--- config.mk ---
export PLATFORM = sky130hd
export DESIGN_NAME = literal_string_unescaper_flat
export DESIGN_NICKNAME = d
export VERILOG_FILES = /design/src/hdl/lsu_pkg.sv /design/src/hdl/lsu_if.sv /design/src/hdl/lsu_decoder.sv /design/src/hdl/lsu_emitter.sv /design/src/hdl/literal_string_unescaper.sv /design/src/flat_wrapper.sv
export SDC_FILE = /design/constraint.sdc
export NUM_CORES = 1
export LEC_CHECK = 0
export BUFFER_PORTS_ARGS = -buffer_cell sky130_fd_sc_hd__clkbuf_2
export CELL_PAD_IN_SITES_DETAIL_PLACEMENT = 1
export CELL_PAD_IN_SITES_GLOBAL_PLACEMENT = 2
export CORE_UTILIZATION = 41
export DETAILED_ROUTE_END_ITERATION = 8
export PLACE_DENSITY = 0.87
export SKIP_CTS_REPAIR_TIMING = 1
export SYNTH_ARGS = -nofsm -noshare
export SYNTH_HDL_FRONTEND = slang
export SYNTH_SLANG_ARGS = --single-unit
--- constraint.sdc ---
create_clock -name clk -period 16 [get_ports clk]
set_input_delay 3.2 -clock clk [delete_from_list [all_inputs] [get_ports clk]]
set_output_delay 3.2 -clock clk [all_outputs]
set_load 0.005 [all_outputs]
--- src/hdl/lsu_pkg.sv ---
// Package with the types and constants shared by the literal string unescaper.
`timescale 1ns / 1ps

package lsu_pkg;

    localparam int DEPTH_BITS = 8;

    typedef logic [DEPTH_BITS-1:0] depth_t;

    localparam depth_t DEPTH_ONE = depth_t'(1);
    localparam depth_t DEPTH_MAX = {DEPTH_BITS{1'b1}};

    localparam logic [7:0] CH_LF        = 8'h0A;
    localparam logic [7:0] CH_CR        = 8'h0D;
    localparam logic [7:0] CH_TAB       = 8'h09;
    localparam logic [7:0] CH_BS        = 8'h08;
    localparam logic [7:0] CH_FF        = 8'h0C;
    localparam logic [7:0] CH_ZERO      = 8'h30;
    localparam logic [7:0] CH_SEVEN     = 8'h37;
    localparam logic [7:0] CH_BACKSLASH = 8'h5C;
    localparam logic [7:0] CH_LPAREN    = 8'h28;
    localparam logic [7:0] CH_RPAREN    = 8'h29;
    localparam logic [7:0] CH_N         = 8'h6E;
    localparam logic [7:0] CH_R         = 8'h72;
    localparam logic [7:0] CH_T         = 8'h74;
    localparam logic [7:0] CH_B         = 8'h62;
    localparam logic [7:0] CH_F         = 8'h66;

    typedef enum logic [1:0] {
        KIND_DATA  = 2'd0,
        KIND_CLOSE = 2'd1,
        KIND_ERROR = 2'd2
    } kind_t;

    // Pending line-break pair byte to drop.
    typedef enum logic [1:0] {
        SKIP_NONE = 2'd0,
        SKIP_CR   = 2'd1,
        SKIP_LF   = 2'd2
    } skip_t;

    typedef struct packed {
        kind_t      kind;
        logic [7:0] data;
    } result_t;

    // Up to three results caused by one input item.
    typedef struct packed {
        logic [1:0]        count;
        result_t [2:0]     res;
    } bundle_t;

endpackage

--- src/hdl/lsu_if.sv ---
// Valid/ready stream interfaces for the input bytes and the decoded results.
`timescale 1ns / 1ps

interface lsu_in_if;
    logic       valid;
    logic       ready;
    logic [7:0] in_byte;
    logic       begin_req;
    logic       buffer_end;

    modport source (output valid, output in_byte, output begin_req, output buffer_end,
                    input ready);
    modport sink (input valid, input in_byte, input begin_req, input buffer_end,
                  output ready);
endinterface

interface lsu_out_if;
    logic       valid;
    logic       ready;
    logic [1:0] kind;
    logic [7:0] out_byte;
    logic       last_of_run;

    modport source (output valid, output kind, output out_byte, output last_of_run,
                    input ready);
    modport sink (input valid, input kind, input out_byte, input last_of_run,
                  output ready);
endinterface

--- src/hdl/lsu_decoder.sv ---
// Input register, decoder state and the single-pass decode of one byte.
`timescale 1ns / 1ps

module lsu_decoder (
    input  logic              clk,
    input  logic              rst_n,
    input  logic              in_valid,
    output logic              in_ready,
    input  logic [7:0]        in_byte,
    input  logic              begin_req,
    input  logic              buffer_end,
    input  logic              load_ok,
    output logic              bundle_valid,
    output lsu_pkg::bundle_t  bundle
);
    import lsu_pkg::*;

    logic       in_valid_reg;
    logic [7:0] byte_reg;
    logic       begin_reg;
    logic       end_reg;

    depth_t     depth_reg,  depth_next;
    logic       esc_reg,    esc_next;
    logic [7:0] acc_reg,    acc_next;
    logic [1:0] dig_reg,    dig_next;
    skip_t      skip_reg,   skip_next;
    logic       open_reg,   open_next;

    logic       advance;

    // Decode of the registered byte against the current state.
    always_comb
    begin
        logic       was_esc;
        logic       done;
        logic [1:0] n;
        logic [7:0] c;

        depth_next = depth_reg;
        esc_next   = esc_reg;
        acc_next   = acc_reg;
        dig_next   = dig_reg;
        skip_next  = skip_reg;
        open_next  = open_reg;
        bundle     = '0;
        n          = 2'd0;
        c          = byte_reg;
        was_esc    = 1'b0;
        done       = 1'b0;

        if (begin_reg)
        begin
            depth_next = DEPTH_ONE;
            esc_next   = 1'b0;
            acc_next   = 8'd0;
            dig_next   = 2'd0;
            skip_next  = SKIP_NONE;
            open_next  = 1'b1;
        end

        if (open_next)
        begin
            was_esc = esc_next;

            case (skip_next)
                SKIP_CR: done = (c == CH_CR);
                SKIP_LF: done = (c == CH_LF);
                default: done = 1'b0;
            endcase
            skip_next = SKIP_NONE;

            if (!done && dig_next != 2'd0)
            begin
                if (c inside {[CH_ZERO:CH_SEVEN]})
                begin
                    acc_next = {acc_next[4:0], c[2:0]};
                    if (dig_next == 2'd2)
                    begin
                        bundle.res[n] = '{kind: KIND_DATA, data: acc_next};
                        n        = n + 2'd1;
                        acc_next = 8'd0;
                        dig_next = 2'd0;
                    end
                    else
                    begin
                        dig_next = dig_next + 2'd1;
                    end
                    done = 1'b1;
                end
                else
                begin
                    bundle.res[n] = '{kind: KIND_DATA, data: acc_next};
                    n        = n + 2'd1;
                    acc_next = 8'd0;
                    dig_next = 2'd0;
                end
            end

            if (!done)
            begin
                esc_next = 1'b0;
                case (c)
                    CH_BACKSLASH:
                    begin
                        if (was_esc)
                        begin
                            bundle.res[n] = '{kind: KIND_DATA, data: CH_BACKSLASH};
                            n = n + 2'd1;
                        end
                        else
                        begin
                            esc_next = 1'b1;
                        end
                    end
                    CH_N, CH_R, CH_T, CH_B, CH_F:
                    begin
                        bundle.res[n].kind = KIND_DATA;
                        if (!was_esc)
                            bundle.res[n].data = c;
                        else if (c == CH_N)
                            bundle.res[n].data = CH_LF;
                        else if (c == CH_R)
                            bundle.res[n].data = CH_CR;
                        else if (c == CH_T)
                            bundle.res[n].data = CH_TAB;
                        else if (c == CH_B)
                            bundle.res[n].data = CH_BS;
                        else
                            bundle.res[n].data = CH_FF;
                        n = n + 2'd1;
                    end
                    CH_LF, CH_CR:
                    begin
                        if (was_esc)
                        begin
                            // An escaped LF drops a following CR, and the other way round.
                            skip_next = (c == CH_LF) ? SKIP_CR : SKIP_LF;
                        end
                        else
                        begin
                            bundle.res[n] = '{kind: KIND_DATA, data: c};
                            n = n + 2'd1;
                        end
                    end
                    CH_LPAREN:
                    begin
                        if (!was_esc && depth_next != DEPTH_MAX)
                            depth_next = depth_next + DEPTH_ONE;
                        bundle.res[n] = '{kind: KIND_DATA, data: CH_LPAREN};
                        n = n + 2'd1;
                    end
                    CH_RPAREN:
                    begin
                        if (!was_esc && depth_next <= DEPTH_ONE)
                        begin
                            bundle.res[n] = '{kind: KIND_CLOSE, data: 8'd0};
                            n          = n + 2'd1;
                            depth_next = '0;
                            esc_next   = 1'b0;
                            acc_next   = 8'd0;
                            dig_next   = 2'd0;
                            skip_next  = SKIP_NONE;
                            open_next  = 1'b0;
                        end
                        else
                        begin
                            if (!was_esc)
                                depth_next = depth_next - DEPTH_ONE;
                            bundle.res[n] = '{kind: KIND_DATA, data: CH_RPAREN};
                            n = n + 2'd1;
                        end
                    end
                    default:
                    begin
                        if (c inside {[CH_ZERO:CH_SEVEN]} && was_esc)
                        begin
                            acc_next = {5'd0, c[2:0]};
                            dig_next = 2'd1;
                        end
                        else
                        begin
                            bundle.res[n] = '{kind: KIND_DATA, data: c};
                            n = n + 2'd1;
                        end
                    end
                endcase
            end

            if (open_next && end_reg)
            begin
                if (dig_next != 2'd0)
                begin
                    bundle.res[n] = '{kind: KIND_DATA, data: acc_next};
                    n = n + 2'd1;
                end
                bundle.res[n] = '{kind: KIND_ERROR, data: 8'd0};
                n          = n + 2'd1;
                depth_next = '0;
                esc_next   = 1'b0;
                acc_next   = 8'd0;
                dig_next   = 2'd0;
                skip_next  = SKIP_NONE;
                open_next  = 1'b0;
            end
        end

        bundle.count = n;
    end

    assign bundle_valid = in_valid_reg && (bundle.count != 2'd0);
    assign advance      = in_valid_reg && ((bundle.count == 2'd0) || load_ok);
    assign in_ready     = !in_valid_reg || advance;

    always_ff @(posedge clk or negedge rst_n)
    begin
        if (!rst_n)
        begin
            in_valid_reg <= 1'b0;
            depth_reg    <= '0;
            esc_reg      <= 1'b0;
            acc_reg      <= 8'd0;
            dig_reg      <= 2'd0;
            skip_reg     <= SKIP_NONE;
            open_reg     <= 1'b0;
        end
        else
        begin
            if (in_ready)
                in_valid_reg <= in_valid;
            if (advance)
            begin
                depth_reg <= depth_next;
                esc_reg   <= esc_next;
                acc_reg   <= acc_next;
                dig_reg   <= dig_next;
                skip_reg  <= skip_next;
                open_reg  <= open_next;
            end
        end
    end

    always_ff @(posedge clk)
    begin
        if (in_ready && in_valid)
        begin
            byte_reg  <= in_byte;
            begin_reg <= begin_req;
            end_reg   <= buffer_end;
        end
    end

    a_closed_is_clear: assert property (@(posedge clk) disable iff (!rst_n)
        !open_reg |-> (depth_reg == '0 && !esc_reg && dig_reg == 2'd0 && skip_reg == SKIP_NONE))
        else $error("closed string left decoder state behind");

    a_octal_no_escape: assert property (@(posedge clk) disable iff (!rst_n)
        dig_reg != 2'd0 |-> (!esc_reg && skip_reg == SKIP_NONE))
        else $error("octal collection overlaps another escape state");

    a_open_has_depth: assert property (@(posedge clk) disable iff (!rst_n)
        open_reg |-> depth_reg != '0)
        else $error("open string with zero nesting depth");

endmodule

--- src/hdl/lsu_emitter.sv ---
// Result register that hands out the results of one item, one per cycle while out_ready is high.
`timescale 1ns / 1ps

module lsu_emitter (
    input  logic              clk,
    input  logic              rst_n,
    input  logic              bundle_valid,
    input  lsu_pkg::bundle_t  bundle,
    output logic              load_ok,
    output logic              out_valid,
    input  logic              out_ready,
    output logic [1:0]        kind,
    output logic [7:0]        out_byte,
    output logic              last_of_run
);
    import lsu_pkg::*;

    logic       valid_reg;
    logic [1:0] idx_reg;
    logic [1:0] count_reg;
    result_t    res_reg [3];
    logic       fire;
    logic       is_last;

    assign is_last     = (idx_reg == count_reg - 2'd1);
    assign fire        = valid_reg && out_ready;
    assign load_ok     = !valid_reg || (fire && is_last);
    assign out_valid   = valid_reg;
    assign kind        = res_reg[idx_reg].kind;
    assign out_byte    = res_reg[idx_reg].data;
    assign last_of_run = is_last;

    always_ff @(posedge clk or negedge rst_n)
    begin
        if (!rst_n)
        begin
            valid_reg <= 1'b0;
            idx_reg   <= 2'd0;
            count_reg <= 2'd0;
        end
        else
        begin
            if (load_ok)
            begin
                valid_reg <= bundle_valid;
                idx_reg   <= 2'd0;
                if (bundle_valid)
                    count_reg <= bundle.count;
            end
            else if (fire)
            begin
                idx_reg <= idx_reg + 2'd1;
            end
        end
    end

    always_ff @(posedge clk)
    begin
        if (load_ok && bundle_valid)
        begin
            res_reg[0] <= bundle.res[0];
            res_reg[1] <= bundle.res[1];
            res_reg[2] <= bundle.res[2];
        end
    end

    a_idx_in_range: assert property (@(posedge clk) disable iff (!rst_n)
        valid_reg |-> (count_reg != 2'd0 && idx_reg < count_reg))
        else $error("result index outside the loaded bundle");

    a_run_continues: assert property (@(posedge clk) disable iff (!rst_n)
        (fire && !is_last) |=> (valid_reg && idx_reg == $past(idx_reg) + 2'd1))
        else $error("run of results broken before its last item");

    a_idle_index: assert property (@(posedge clk) disable iff (!rst_n)
        !valid_reg |-> idx_reg == 2'd0)
        else $error("index not rewound while empty");

endmodule

--- src/hdl/literal_string_unescaper.sv ---
// Top level of the literal string unescaper.
`timescale 1ns / 1ps

// The block decodes the body of a parenthesized literal string, one raw byte per input
// item, starting with the byte after the opening parenthesis (flagged by begin_req).
// Each item gives zero to three results: decoded data bytes (kind 0), a close marker
// (kind 1) at the matching close parenthesis, or an error marker (kind 2) when the item
// flagged buffer_end arrives while the string is still open; last_of_run marks the final
// result of an item. Escapes n r t b f, parentheses, backslash, octal escapes of one to
// three digits (low 8 bits kept) and escaped line breaks are handled; bytes outside a
// string are consumed silently. An item passes an input register, then the combinational
// decode logic that updates the state and loads the result register. The block takes one
// item per cycle as long as each item gives at most one result and the output is ready;
// the result register drains one result per cycle while the output is ready, holding the
// next item back until an item's last result is taken; items with no result never stall.
module literal_string_unescaper (
    input  logic       clk,
    input  logic       rst_n,
    lsu_in_if.sink     in_stream,
    lsu_out_if.source  out_stream
);
    import lsu_pkg::*;

    bundle_t bundle;
    logic    bundle_valid;
    logic    load_ok;

    lsu_decoder u_decoder (
        .clk          (clk),
        .rst_n        (rst_n),
        .in_valid     (in_stream.valid),
        .in_ready     (in_stream.ready),
        .in_byte      (in_stream.in_byte),
        .begin_req    (in_stream.begin_req),
        .buffer_end   (in_stream.buffer_end),
        .load_ok      (load_ok),
        .bundle_valid (bundle_valid),
        .bundle       (bundle)
    );

    lsu_emitter u_emitter (
        .clk          (clk),
        .rst_n        (rst_n),
        .bundle_valid (bundle_valid),
        .bundle       (bundle),
        .load_ok      (load_ok),
        .out_valid    (out_stream.valid),
        .out_ready    (out_stream.ready),
        .kind         (out_stream.kind),
        .out_byte     (out_stream.out_byte),
        .last_of_run  (out_stream.last_of_run)
    );

endmodule

--- src/flat_wrapper.sv ---
// flat-port wrapper written by rule: the top's interface ports become plain ports
module literal_string_unescaper_flat import lsu_pkg::*;
  (clk, rst_n, in_stream_valid, in_stream_in_byte, in_stream_begin_req, in_stream_buffer_end, in_stream_ready, out_stream_valid, out_stream_kind, out_stream_out_byte, out_stream_last_of_run, out_stream_ready);
  lsu_in_if in_stream_i ();
  lsu_out_if out_stream_i ();
  input  logic clk;
  input  logic rst_n;
  input wire logic [$bits(in_stream_i.valid)-1:0] in_stream_valid;
  input wire logic [$bits(in_stream_i.in_byte)-1:0] in_stream_in_byte;
  input wire logic [$bits(in_stream_i.begin_req)-1:0] in_stream_begin_req;
  input wire logic [$bits(in_stream_i.buffer_end)-1:0] in_stream_buffer_end;
  output wire logic [$bits(in_stream_i.ready)-1:0] in_stream_ready;
  output wire logic [$bits(out_stream_i.valid)-1:0] out_stream_valid;
  output wire logic [$bits(out_stream_i.kind)-1:0] out_stream_kind;
  output wire logic [$bits(out_stream_i.out_byte)-1:0] out_stream_out_byte;
  output wire logic [$bits(out_stream_i.last_of_run)-1:0] out_stream_last_of_run;
  input wire logic [$bits(out_stream_i.ready)-1:0] out_stream_ready;
  assign in_stream_i.valid = in_stream_valid;
  assign in_stream_i.in_byte = in_stream_in_byte;
  assign in_stream_i.begin_req = in_stream_begin_req;
  assign in_stream_i.buffer_end = in_stream_buffer_end;
  assign in_stream_ready = in_stream_i.ready;
  assign out_stream_valid = out_stream_i.valid;
  assign out_stream_kind = out_stream_i.kind;
  assign out_stream_out_byte = out_stream_i.out_byte;
  assign out_stream_last_of_run = out_stream_i.last_of_run;
  assign out_stream_i.ready = out_stream_ready;
  literal_string_unescaper u_core (.clk(clk), .rst_n(rst_n), .in_stream(in_stream_i), .out_stream(out_stream_i));
endmodule
==> flow_summary.yaml <==
floorplanning:
  pin_count: 27
  row_count: 39
  start_util: 0.429
  die_w_um: 112
  die_h_um: 112
  die_area_um2: 12600
  core-area_um2: 11600
drt:
  wl_per_cell_um: 22.7
  ant_nets: 0
  vias: 4769
  dr.pass1.iters: 7
  drt-total-wl_um: 16800
  drtIter0Drc: 410
  viasPerCell: 6.44
  drc: 3
place:
  io_buffers: 26
  post-dp-hpwl_um: 12000
  globalplace.congestion: 0.921
power:
  pwr-share-clk: 0.307
  leakage_nw: 2.10
  p_per_area_nw_per_um2: 133
  swShare: 0.382
  intPower_w: 0.000454
  vdd_drop_max_v: 0.0000733
  pwr-share-comb: 0.322
  netSwitchingPower_w: 0.000280
  finalPower_w: 0.000735
  pwr-share-seq: 0.371
setup_path:
  critPathBufInv: 3
  critPathRequiredTime_ns: 12.80
  cpLargestDelayFamily: "compound AO/OA/AOI/OAI gates"
  cp.arrival_ns: 6.43
  critPathCaptureType: "output pin"
  critical_path_class: "register to output pin"
  path_cells: "inv_1 > nand2_1 > ha_1 > nand4b_1 > a2111o_1 > o211ai_2 > inv_2 > ha_1 > o31a_1 > a21oi_1 > nor2_1 > ha_1 > nor2_1 > a21o_1 > ha_1 > nor2_1 > a221oi_2 > o31a_1 > and2_1 > or3_1 > clkbuf_2"
  slowest_delay_ns: 0.89
  crit_slowest_cell: "edfxtp_1"
  crit_top_cell: "ha_1"
  start_kind: "register"
  worst-path-max-fanout: 25
synthesis:
  synth_top_cell_area_share: 0.235
  synth_nets: 615
  synth_top_cell_by_area: "edfxtp_1"
  synth_cell_types: 73
  synthFlopType: "edfxtp_1"
  synth-seq-cells: 67
  synth_common_cells: "nand2_1 (77), nor2_1 (51), o21ai_0 (49), a21oi_1 (40), edfxtp_1 (39)"
  avgSynthCellArea_um2: 8.48
  synth.most_common_cell: "nand2_1"
  ys_warn_count: 0
  syn_inst: 587
  synth_edf_count: 39
  synth_area_um2: 4980
  synth-seq-area-share: 0.376
  synthArstFlopShare: 0.418
  synth.area.top_cells: "edfxtp_1 (24%), dfrtp_1 (14%), nand2_1 (5.8%)"
timing:
  rsz0062_at_grt: "no"
  finalSetupViolations: 0
  fin_crit_ns: 9.63
  relSlewSlack: 0.425
  tns_ns: 0
  maxSlewViolCount: 0
  worst_pin_slew_ns: 0.862
  holdWs_ns: 0.497
  min_period_over_period: 0.602
  clock-skew-final_ns: 0.00912
  hold_viol_final: 0
  fmax_mhz: 104
outcome:
  violations: "DRC"
  status: "complete, but fails checks"
clock_tree:
  insertion_delay_ns: 0.35
  clk_pin_slew_ns: 0.06
  cts_tree: "yes"
  clock-root-buffer: "clkbuf_16"
  numCtsBuffers: 9
  cts_buffer_depth: 2
  cts.sinks: 67
  htreeDepth: 3
min_path:
  hold_class: "register to register"
global_route:
  grt.overflow.total: 0
  grt_usage: 0.280
  grt_pass1_wl_um: 26900
  antenna_found_initial: 0
  grt_max_degree: 30
  grt_pass1_vias: 4749
finish:
  drive_gt1_frac: 0.116
  nets: 620
  areaGrowthSynthToFinish_pct: 10.6
  largest_reg_flops: 29
  antenna_cells: 0
flow_run:
  drv_cap: 0
kinds of logic after synthesis:
kind of cell	share of synthesized area
mux	0.0302
buf+inv	0.0480
xor+xnor	0.0141
simple gates	0.234
fa+ha+maj	0.0352
compound gates	0.263
flops	0.376
final cells by class:
| type | instances | area, µm² |
|---|---|---|
| repair buffers | 33 | 183 |
| fillers | 1398 | 6110 |
| clock buffers | 11 | 253 |
| multi-input cells | 464 | 2870 |
| well taps | 143 | 179 |
| flip-flops and latches | 67 | 1870 |
| inverters | 17 | 63.8 |
| clock inverters | 5 | 83.8 |
routing by layer:
layer / wire, µm / vias to the layer above / global-route usage
met5: 0 / - / 0
met3: 807 / 34 / 0.0432
met1: 7580 / 2395 / 0.367
met4: 510 / 0 / 0.124
li1: - / 2199 / -
met2: 7910 / 141 / 0.462
power by group through the flow:
stage                     clock, W  sequential (W)  combinational, W
after floorplan                  0        0.000243          0.000184
after global placement           0        0.000273          0.000228
after detailed placement         0        0.000276          0.000235
after CTS                 0.000228        0.000273          0.000237
after global routing      0.000234        0.000279          0.000261
final                     0.000226        0.000272          0.000236
worst reg2reg max path, cell delays in order (launching register included):
cell,delay [ns]
edfxtp_1,0.89
inv_1,0.55
nand2_1,0.23
ha_1,0.18
nand4b_1,0.19
a2111o_1,0.61
o211ai_2,0.27
inv_2,0.26
ha_1,0.34
o31a_1,0.29
a21oi_1,0.26
nor2_1,0.14
ha_1,0.31
nor2_1,0.04
a21o_1,0.19
ha_1,0.27
nor2_1,0.05
a221oi_2,0.31
o31a_1,0.21
and2_1,0.18
or3_1,0.15
and2_1,0.49
path summary, 6_finish.rpt:
path                                                   start                            end  slack, ns  depth (start not counted)
worst max-delay path              u_core.u_decoder.begin_reg                in_stream_ready       6.37                         21
worst min-delay path            u_core.u_decoder.skip_reg[0]   u_core.u_decoder.skip_reg[0]       0.50                          1
worst max register to register    u_core.u_decoder.begin_reg     u_core.u_decoder.begin_reg       9.23                         21
worst min register to register  u_core.u_decoder.skip_reg[0]   u_core.u_decoder.skip_reg[0]       0.50                          1
max in group asynchronous                              rst_n    u_core.u_decoder.acc_reg[1]      12.56                          1
min in group asynchronous                              rst_n  u_core.u_decoder.depth_reg[7]       2.93                          1
through the flow:
| stage | cells | setup WS, ns | cell area (µm²) | util |
|---|---|---|---|---|
| 2_1_floorplan | 587 | 8.02 | 4980 | - |
| 3_3_place_gp | 724 | 7.08 | 5170 | 0.445 |
| 3_5_place_dp | 724 | 6.82 | 5170 | 0.445 |
| 4_1_cts | 740 | 6.40 | 5500 | 0.474 |
| 5_1_grt | 740 | 6.03 | 5500 | 0.474 |
| 6_report | 740 | 6.37 | 5500 | 0.474 |
cell usage in the layout (no fill, tap or decap), drive strengths merged, types with 5 or more instances in the layout:
cell type / n
nand2: 77
o21ai: 54
nor2: 51
a21oi: 40
edfxtp: 39
clkbuf: 37
dfrtp: 28
nor3: 26
inv: 18
mux2i: 15
nand3: 14
ha: 14
nor2b: 12
o31ai: 12
and3: 11
a31oi: 10
a22o: 7
buf: 7
a221oi: 7
a22oi: 6
o22ai: 6
or2: 6
nand2b: 5
and2: 5
a21o: 5
nor4: 5
o211ai: 5
a311oi: 5
No activity file was read; power rests on OpenSTA's default activity.
